`src/sbh_pkg.sv`:
```
`default_nettype none
package sbh_pkg;

   localparam int HashW   = 32;
   localparam int BucketW = 16;
   localparam int ByteW   = 8;
   localparam int CntW    = $clog2(HashW);

   // bucket count used when the register holds zero, and its reset value
   localparam logic [BucketW-1:0] DefaultBuckets = BucketW'(255);

   // controller to datapath commands
   typedef struct packed {
      logic mix;        // mix the accepted request byte into the running hash
      logic clear_key;  // empty key: zero hash and result
      logic finish;     // apply final avalanche and start the divider
      logic step;       // one restoring divide step
      logic load_out;   // move result into the output register
   } cmd_type;

   // datapath to controller status
   typedef struct packed {
      logic div_last;   // current divide step is the last one
   } status_type;

endpackage
`default_nettype wire

```
`src/sbh_ctrl.sv`:
```
`default_nettype none
module sbh_ctrl (
   input  wire logic               clock,
   input  wire logic               reset,
   input  wire logic               req_valid,
   output logic                    req_stall,
   input  wire logic               req_last_byte,
   input  wire logic               req_empty_key,
   output logic                    rsp_valid,
   input  wire logic               rsp_stall,
   output sbh_pkg::cmd_type        cmd,
   input  wire sbh_pkg::status_type status
);

   typedef enum logic [1:0] {
      IDLE,
      FINISH,
      DIVIDE,
      DONE
   } state_type;

   state_type state_ff, state_in;
   logic      rsp_valid_ff, rsp_valid_in;
   logic      accept;
   logic      out_free;

   assign req_stall = (state_ff != IDLE);
   assign rsp_valid = rsp_valid_ff;
   assign accept    = req_valid && !req_stall;
   assign out_free  = !rsp_valid_ff || !rsp_stall;

   // decode commands and next state
   always_comb begin
      cmd      = '0;
      state_in = state_ff;
      case (state_ff)
         IDLE: begin
            if (accept) begin
               if (req_empty_key) begin
                  cmd.clear_key = 1'b1;
                  state_in      = DONE;
               end else begin
                  cmd.mix = 1'b1;
                  if (req_last_byte) begin
                     state_in = FINISH;
                  end
               end
            end
         end
         FINISH: begin
            cmd.finish = 1'b1;
            state_in   = DIVIDE;
         end
         DIVIDE: begin
            cmd.step = 1'b1;
            if (status.div_last) begin
               state_in = DONE;
            end
         end
         DONE: begin
            if (out_free) begin
               cmd.load_out = 1'b1;
               state_in     = IDLE;
            end
         end
         default: begin
            state_in = IDLE;
         end
      endcase
   end

   // hold the result valid until taken
   always_comb begin
      if (cmd.load_out) begin
         rsp_valid_in = 1'b1;
      end else if (rsp_stall) begin
         rsp_valid_in = rsp_valid_ff;
      end else begin
         rsp_valid_in = 1'b0;
      end
   end

   always_ff @(posedge clock) begin
      if (reset) begin
         state_ff     <= IDLE;
         rsp_valid_ff <= 1'b0;
      end else begin
         state_ff     <= state_in;
         rsp_valid_ff <= rsp_valid_in;
      end
   end

endmodule
`default_nettype wire

```
`src/sbh_datapath.sv`:
```
`default_nettype none
module sbh_datapath (
   input  wire logic                          clock,
   input  wire logic                          reset,
   input  wire logic [sbh_pkg::ByteW-1:0]     req_key_byte,
   input  wire logic                          csr_we,
   input  wire logic [sbh_pkg::BucketW-1:0]   csr_wdata,
   input  wire sbh_pkg::cmd_type              cmd,
   output sbh_pkg::status_type                status,
   output logic [sbh_pkg::BucketW-1:0]        rsp_bucket_index,
   output logic [sbh_pkg::HashW-1:0]          rsp_full_hash
);

   logic [sbh_pkg::HashW-1:0]   hash_ff, hash_in;
   logic [sbh_pkg::HashW-1:0]   full_ff, full_in;
   logic [sbh_pkg::HashW-1:0]   quo_ff, quo_in;
   logic [sbh_pkg::BucketW-1:0] rem_ff, rem_in;
   logic [sbh_pkg::BucketW-1:0] div_ff, div_in;
   logic [sbh_pkg::CntW-1:0]    cnt_ff, cnt_in;
   logic [sbh_pkg::BucketW-1:0] bucket_count_ff;
   logic [sbh_pkg::BucketW-1:0] out_index_ff;
   logic [sbh_pkg::HashW-1:0]   out_hash_ff;

   logic [sbh_pkg::HashW-1:0]   mixed;
   logic [sbh_pkg::HashW-1:0]   finished;
   logic [sbh_pkg::BucketW:0]   shifted;
   logic [sbh_pkg::BucketW:0]   diff;

   // one round of the byte mix, byte taken as signed char
   function automatic logic [sbh_pkg::HashW-1:0] mix_byte(
      input logic [sbh_pkg::HashW-1:0] h,
      input logic [sbh_pkg::ByteW-1:0] b
   );
      logic [sbh_pkg::HashW-1:0] v;
      v = {{(sbh_pkg::HashW-sbh_pkg::ByteW){b[sbh_pkg::ByteW-1]}}, b};
      h = h + v;
      h = h + (h << 10);
      h = h ^ (h >> 6);
      return h;
   endfunction

   // final avalanche
   function automatic logic [sbh_pkg::HashW-1:0] finish_hash(
      input logic [sbh_pkg::HashW-1:0] h
   );
      h = h + (h << 3);
      h = h ^ (h >> 11);
      h = h + (h << 15);
      return h;
   endfunction

   assign mixed    = mix_byte(hash_ff, req_key_byte);
   assign finished = finish_hash(hash_ff);

   // restoring divide step: shift in next dividend bit, subtract if it fits
   assign shifted = {rem_ff, quo_ff[sbh_pkg::HashW-1]};
   assign diff    = shifted - {1'b0, div_ff};

   assign status.div_last = (cnt_ff == sbh_pkg::CntW'(sbh_pkg::HashW - 1));

   // advance hash and divider
   always_comb begin
      hash_in = hash_ff;
      full_in = full_ff;
      quo_in  = quo_ff;
      rem_in  = rem_ff;
      div_in  = div_ff;
      cnt_in  = cnt_ff;
      if (cmd.mix) begin
         hash_in = mixed;
      end
      if (cmd.clear_key) begin
         hash_in = '0;
         full_in = '0;
         rem_in  = '0;
      end
      if (cmd.finish) begin
         hash_in = '0;
         full_in = finished;
         quo_in  = finished;
         rem_in  = '0;
         cnt_in  = '0;
         div_in  = (bucket_count_ff == '0) ? sbh_pkg::DefaultBuckets : bucket_count_ff;
      end
      if (cmd.step) begin
         quo_in = {quo_ff[sbh_pkg::HashW-2:0], 1'b0};
         rem_in = diff[sbh_pkg::BucketW] ? shifted[sbh_pkg::BucketW-1:0]
                                         : diff[sbh_pkg::BucketW-1:0];
         cnt_in = cnt_ff + 1'b1;
      end
   end

   // hold running hash and bucket count
   always_ff @(posedge clock) begin
      if (reset) begin
         hash_ff         <= '0;
         bucket_count_ff <= sbh_pkg::DefaultBuckets;
      end else begin
         hash_ff <= hash_in;
         if (csr_we) begin
            bucket_count_ff <= csr_wdata;
         end
      end
   end

   // divider and output payload
   always_ff @(posedge clock) begin
      full_ff <= full_in;
      quo_ff  <= quo_in;
      rem_ff  <= rem_in;
      div_ff  <= div_in;
      cnt_ff  <= cnt_in;
      if (cmd.load_out) begin
         out_index_ff <= rem_ff;
         out_hash_ff  <= full_ff;
      end
   end

   assign rsp_bucket_index = out_index_ff;
   assign rsp_full_hash    = out_hash_ff;

endmodule
`default_nettype wire

```
`src/string_bucket_hash.sv`:
```
`default_nettype none
// One-at-a-time string hash with bucket selection. Key bytes enter one per
// request; a byte that does not end the key leaves the next request free to
// be taken. A byte that ends the key is followed by the final avalanche, a
// bit-serial restoring divider for the modulo, and the load of the output
// register, which waits while a held response is stalled; the next request
// is taken only after that load. An empty key yields hash 0 and index 0 and
// blocks requests until the output register is loaded. The bucket count is
// latched when the divider starts; zero selects 255, reset is 255. The
// running hash returns to zero after every key end.
module string_bucket_hash (
   input  wire logic                        clock,
   input  wire logic                        reset,
   input  wire logic                        req_valid,
   output logic                             req_stall,
   input  wire logic [sbh_pkg::ByteW-1:0]   req_key_byte,
   input  wire logic                        req_last_byte,
   input  wire logic                        req_empty_key,
   output logic                             rsp_valid,
   input  wire logic                        rsp_stall,
   output logic [sbh_pkg::BucketW-1:0]      rsp_bucket_index,
   output logic [sbh_pkg::HashW-1:0]        rsp_full_hash,
   input  wire logic                        csr_we,
   input  wire logic [sbh_pkg::BucketW-1:0] csr_wdata
);

   sbh_pkg::cmd_type    cmd;
   sbh_pkg::status_type status;

   sbh_ctrl u_ctrl (
      .clock         (clock),
      .reset         (reset),
      .req_valid     (req_valid),
      .req_stall     (req_stall),
      .req_last_byte (req_last_byte),
      .req_empty_key (req_empty_key),
      .rsp_valid     (rsp_valid),
      .rsp_stall     (rsp_stall),
      .cmd           (cmd),
      .status        (status)
   );

   sbh_datapath u_datapath (
      .clock            (clock),
      .reset            (reset),
      .req_key_byte     (req_key_byte),
      .csr_we           (csr_we),
      .csr_wdata        (csr_wdata),
      .cmd              (cmd),
      .status           (status),
      .rsp_bucket_index (rsp_bucket_index),
      .rsp_full_hash    (rsp_full_hash)
   );

   // a key-ending request blocks the next cycle
   a_key_end_blocks: assert property (@(posedge clock) disable iff (reset)
      req_valid && !req_stall && (req_last_byte || req_empty_key) |=> req_stall)
      else $error("request taken right after key end");

   // commands from the controller never overlap
   a_cmd_onehot: assert property (@(posedge clock) disable iff (reset)
      $onehot0({cmd.mix, cmd.clear_key, cmd.finish, cmd.step, cmd.load_out}))
      else $error("overlapping datapath commands");

   // a zero hash always maps to bucket zero
   a_zero_hash: assert property (@(posedge clock) disable iff (reset)
      rsp_valid && (rsp_full_hash == '0) |-> (rsp_bucket_index == '0))
      else $error("nonzero bucket for zero hash");

endmodule
`default_nettype wire
```
`config.mk`:
```
export PLATFORM = sky130hd
export DESIGN_NAME = string_bucket_hash
export DESIGN_NICKNAME = d
export VERILOG_FILES = /design/src/sbh_pkg.sv /design/src/sbh_ctrl.sv /design/src/sbh_datapath.sv /design/src/string_bucket_hash.sv
export SDC_FILE = /design/constraint.sdc
export NUM_CORES = 1
export LEC_CHECK = 0
export ABC_CLOCK_PERIOD_IN_PS = 6030
export BUFFER_PORTS_ARGS = -buffer_cell sky130_fd_sc_hd__buf_2
export CORE_ASPECT_RATIO = 2
export CORE_MARGIN = 2
export CORE_UTILIZATION = 35
export DETAILED_ROUTE_END_ITERATION = 12
export GPL_TIMING_DRIVEN = 1
export PLACE_DENSITY = 0.51
export SLEW_MARGIN = 20
export SYNTH_ARGS = -nofsm -noshare
export SYNTH_HDL_FRONTEND = slang
export SYNTH_HIERARCHICAL = 1
export SYNTH_SLANG_ARGS = --single-unit
```
`constraint.sdc`:
```
create_clock -name clock -period 6.03 [get_ports clock]
set_input_delay 0.603 -clock clock [delete_from_list [all_inputs] [get_ports clock]]
set_output_delay 0.603 -clock clock [all_outputs]
set_load 0.05 [all_outputs]
```
Word-level counts from Yosys, hierarchy flattened
Index checks and enable logic that the tools add are counted.
- add/subtract/negate cells: 6
- reductions and logical operators: 13
- bitwise operators: 2
- equal/unequal tests: 9
- mux-type cells: 26
- operators with widths (operator ; number):
    adder 32 bit ; 4
    2-to-1 mux 32 bit ; 4
    2-to-1 mux 16 bit ; 4
    bitwise XOR 32 x 21 -> 32 bit ; 1
    bitwise XOR 32 x 26 -> 32 bit ; 1
    subtractor 17 x 16 -> 17 bit ; 1
    zero test 16 bit ; 1
    2-to-1 mux 2 bit ; 7
    2-to-1 mux 5 bit ; 2
    2-to-1 mux 1 bit ; 8
    case mux 2 bit (4 select lines) ; 1
    inequality test 2 x 1 -> 1 bit (second input constant) ; 3
    nonzero test 2 bit ; 3
    adder 5 x 1 -> 5 bit (second input constant) ; 1
    equality test 5 bit (second input constant) ; 1
    equality test 2 bit (second input constant) ; 2
    AND reduction 4 bit ; 1
    zero test 1 bit ; 3
    inequality test 3 bit (second input constant) ; 1
    nonzero test 3 bit ; 1
    OR reduction 3 bit ; 1
    equality test 2 x 1 -> 1 bit (second input constant) ; 1
    zero test 2 bit ; 1
    inequality test 2 bit (second input constant) ; 1
    other kinds (2) ; 2
- word-level logic and storage cells: 68
- bits of input ports: 31
- register bits after elaboration: 200

Longest topological paths before layout
- word-level depth: 8
- depth in mapped cells: 22
- gate-level depth less buffers: 21

Cells and area by module
Netlist, hierarchy kept.
- by module, submodules not included (module ; cells each ; instances ; seq. area each (um^2) ; area each (um^2)):
    sbh_datapath ; 1298 ; 1 ; 5425.2 ; 13111.3
    sbh_ctrl ; 30 ; 1 ; 60.1 ; 260.2

Worst setup path after synthesis
Ideal clock, no wire load.
- path kind: input -> register
- start: input req_key_byte[0] (netlist bit)
- end: register u_datapath/hash_ff[25] (netlist bit)
- data arrival time: 4.861 ns
- stages on the path: 20
- buffers on the path: 0
- setup slack: 1.099 ns
- setup time: 0.070 ns
- path through: ha_1 > fa_1 > a21o_1 > a21oi_1 > o21ai_0 > a21oi_1 > o21bai_1 > a21oi_1 > o21bai_1 > a21oi_1 > xnor2_1 > ha_1 > o21a_1 > o2bb2ai_1 > o221ai_1 > a2111oi_0 > nor3_1 > xor2_1 > xnor3_1 > a21oi_1
- cells in the longest elaborated chain, start to end: 3
- ends and longest elaborated chain (item ; line ; source):
    start: declaration ; string_bucket_hash.sv:16 ; input wire logic [sbh_pkg::ByteW-1:0] req_key_byte,
    adder 32 bit ; sbh_datapath.sv:36 ; h = h + v;
    adder 32 bit ; sbh_datapath.sv:37 ; h = h + (h << 10);
    bitwise XOR 32 x 26 -> 32 bit ; sbh_datapath.sv:38 ; h = h ^ (h >> 6);
    end signal: assignment ; sbh_datapath.sv:99 ; hash_ff <= hash_in;
    end: declaration ; sbh_datapath.sv:14 ; logic [sbh_pkg::HashW-1:0] hash_ff, hash_in;
Every way passes these cells.
A chain may end at the register's enable or synchronous reset.

Worst setup path after layout
- start: register u_datapath/hash_ff[0] (netlist bit)
- end: register u_datapath/quo_ff[30] (netlist bit), data pin
- cells in the longest elaborated chain, start to end: 5
- ends and longest elaborated chain (item ; line ; source):
    adder 32 bit ; sbh_datapath.sv:46 ; h = h + (h << 3);
    bitwise XOR 32 x 21 -> 32 bit ; sbh_datapath.sv:47 ; h = h ^ (h >> 11);
    adder 32 bit ; sbh_datapath.sv:48 ; h = h + (h << 15);
    2-to-1 mux 32 bit ; sbh_datapath.sv:77 ; if (cmd.finish) begin
    2-to-1 mux 32 bit ; sbh_datapath.sv:85 ; if (cmd.step) begin
    via u_datapath.quo_in (one bit) ; sbh_datapath.sv:16 ; logic [sbh_pkg::HashW-1:0] quo_ff, quo_in;
    end signal: assignment ; sbh_datapath.sv:109 ; quo_ff <= quo_in;
    end: declaration ; sbh_datapath.sv:16 ;
The timed path passes the listed nets, and every way through them passes these cells. The select of a mux whose other input is x is not followed.

==> impl_metrics.ini <==
[power]
power.density_mw_per_mm2 = 553
total_power_uw = 8260
ir_worst_vdd_mv = 0.313
leakagePower_uw = 0.00615

[setup_path]
worstPathRequired_ns = 6.23
worstSetupEndpointType = flop
highest_fanout_seen_on_the_critical_path = 4
critical_path.top_delay_family = compound AO/OA/AOI/OAI gates
worstPathCellList = ha_1 > fa_1 > a211oi_2 > o21ai_1 > a2111oi_2 > nor3_1 > a211o_1 > a311oi_2 > a21oi_1 > xor2_1 > xnor2_1 > ha_1 > inv_1 > o21bai_1 > a31oi_1 > nor3_1 > a2111o_1 > o31ai_1 > xor2_1 > o21ai_0
worst_path_largest_cell_delay_ns = 0.44
reg2reg_slack_ns = 0.46
slowest_cell_on_the_critical_path = fa_1
setup.worst_path.start_class = flop
critical_path_arrival_ns = 5.77
path_class = reg -> reg
worstPathBufferInverterCount = 1

[routing]
vias_per_cell = 5.44
post-route-drc-count = 0
drtIter0Drc = 390
postRouteAntennaNets = 0
num_vias = 10200
detail_route.wl_per_cell_um = 19.9
detail_route.first_pass.iterations = 5
drt-total-wl_um = 37300

[hold_path]
worst_min_delay_path_category = in -> reg

[yosys]
synth.cells.most_frequent = 148 x edfxtp_1, 119 x ha_1, 103 x a21oi_1, 103 x xnor2_1, 102 x nor2_1
ys_seq_area_share_pct = 41.0
post-synth-top-area-cell = edfxtp_1
postSynthNetCount = 1483
ys_seq_elements = 200
async_flop_share_pct = 0
count_of_flip_flops_with_a_built_in_enable_after_synthesis = 148
yosys_warnings = 6
post_synthesis_mean_instance_area_um2 = 10.1
synth.top_cells.by_area = edfxtp_1 33%, ha_1 11%, dfxtp_1 7.8%, xnor2_1 6.7%, a21oi_1 3.9%
post_syn_instances = 1328
synth.cell_area_mm2 = 0.0134
synthMostInstantiatedCell = edfxtp_1
main_flop_type_after_synthesis = edfxtp_1
synth.lib_cells_used.distinct = 75
yosysTopAreaCellShare_pct = 33.2

[place]
globalplace.congestion = 0.912
hpwlAfterDp_um = 30000
placed_cells = 1845
pre_cts_ws_ns = 0.460
placement.io_buffers = 80

[global_routing]
grt_antenna_before_repair = 0
pin_count_of_the_biggest_net_entering_global_routing = 57
grt_pass1_vias = 10400
first_pass_grt_wire_length_um = 57500
grt-ovfl-total = 0
grt_util_all_layers_pct = 19.0

[die]
die_y_um = 280
dieArea_mm2 = 0.0399
x_dimension_of_the_die_um = 142
placementRows = 101
starting_utilization_of_the_core_area_pct = 35.4
core_mm2 = 0.0378
floorplan.io_pins = 81

[clock_network]
clock_tree.root_cell = clkbuf_16
numCtsBuffers = 17
worst_skew_pair.late_latency_ns = 0.46
cts.clk_slew.worst_paths_ns = 0.07
tritoncts = built
cts_max_path_buffers = 2
tritoncts_num_sinks = 200
cts_htree_levels = 4
post_cts_setup_inserts = 0

[sta]
summed_negative_setup_slack_over_all_endpoints_ns = 0
report.final.slew_viol_count = 0
period_share_pct = 92.3
worst_path_setup_slack_after_routing_ns = 0.463
worstMarginPinSlew_ns = 0.947
clock-skew-final_ns = 0.0127
period_needed_ns = 5.57
unrepaired_setup_endpoints_after_global_routing = false
report.final.hold_viol_count = 0
slew-limit-headroom_pct = 36.9
max_freq_ghz = 0.180
timing.final.setup_violations = 0

[final_layout]
layout_cell_share_with_drive_strength_beyond_1_pct = 12.8
antenna_cells = 0
layout.nets = 1557
flow.area_growth_from_synthesis_pct = 11.7
instances_no_fill = 1878

[status]
status = finished clean

[job]
maxCapViolations = 0
[final cells by class]
| cell class | instances | area [µm²] |
|---|---|---|
| inverters | 52 | 195 |
| multi-input cells | 1029 | 7540 |
| repair buffers | 102 | 569 |
| clock buffers | 18 | 429 |
| well taps | 463 | 579 |
| flip-flops and latches | 200 | 5490 |
| clock inverters | 14 | 133 |
| fillers | 3747 | 22800 |
[stage by stage]
step	utilization [%]	area (µm²)	hold slack (ns)
2_1_floorplan	-	13400	0.400
3_3_place_gp	38.0	14400	0.400
3_5_place_dp	38.0	14400	0.405
4_1_cts	39.5	14900	0.330
5_1_grt	39.5	14900	0.350
6_report	39.5	14900	0.363
[path summary, 6_finish.rpt]
check / from / to / depth (start not counted)
max reg2reg: u_datapath/hash_ff[0] / u_datapath/quo_ff[30] / 20
max: u_datapath/hash_ff[0] / u_datapath/quo_ff[30] / 20
min reg2reg: u_datapath/full_ff[12] / u_datapath/rsp_full_hash[12] / 0
min: csr_wdata[4] / u_datapath/bucket_count_ff[4] / 2
[where the power goes]
part / total, µW / switching, µW / internal (µW) / leakage, µW
clock: 1120 / 573 / 546 / 0.000271
combinational: 4840 / 2960 / 1880 / 0.00404
sequential: 2300 / 212 / 2090 / 0.00184
total: 8260 / 3750 / 4520 / 0.00615
[layout by cell type (no fill, tap or decap), types with 20 or more instances in the layout]
cell type	synthesis	routed
a211oi_1	22	22
a21o_1	34	34
a21oi_1	103	103
and2_1	23	23
buf_2	2	80
buf_4	1	21
dfxtp_1	52	52
edfxtp_1	148	148
ha_1	119	118
inv_1	51	51
mux2_2	20	20
nand2_1	63	63
nand3_1	32	32
nor2_1	102	101
nor2b_1	24	24
nor3_1	28	28
o21ai_0	63	63
xnor2_1	103	103
xor2_1	35	35
[sequential cells by signal, indices dropped and copies added, names as in the netlist]
register                     count
u_datapath/full_ff              32
u_datapath/hash_ff              32
u_datapath/quo_ff               32
u_datapath/rsp_full_hash        32
u_datapath/bucket_count_ff      16
u_datapath/div_ff               16
u_datapath/rem_ff               16
u_datapath/rsp_bucket_index     16
u_datapath/cnt_ff                5
u_ctrl/state_ff                  2
u_ctrl/rsp_valid                 1
[routing by layer]
metal | vias to the layer above | share of wire [%] | GRT usage, %
li1 | 5075 | - | -
met1 | 4879 | 35 | 18.0
met2 | 187 | 58 | 38.9
met3 | 83 | 1.8 | 2.07
met4 | 0 | 4.6 | 9.56
met5 | - | 0 | 0
[repair_timing]
item                       CTS  global route
hold endpoints to repair     0             0
hold buffers                 0             0
gates resized for setup      0             1
setup endpoints to repair    0             1
[logic make-up after synthesis]
| group | share of synthesized area (%) |
|---|---|
| compound gates | 18.2 |
| mux | 3.11 |
| buf+inv | 2.83 |
| fa+ha+maj | 11.9 |
| simple gates | 13.4 |
| flops | 41.0 |
| xor+xnor | 9.54 |
No activity file was read; power rests on OpenSTA's default activity.
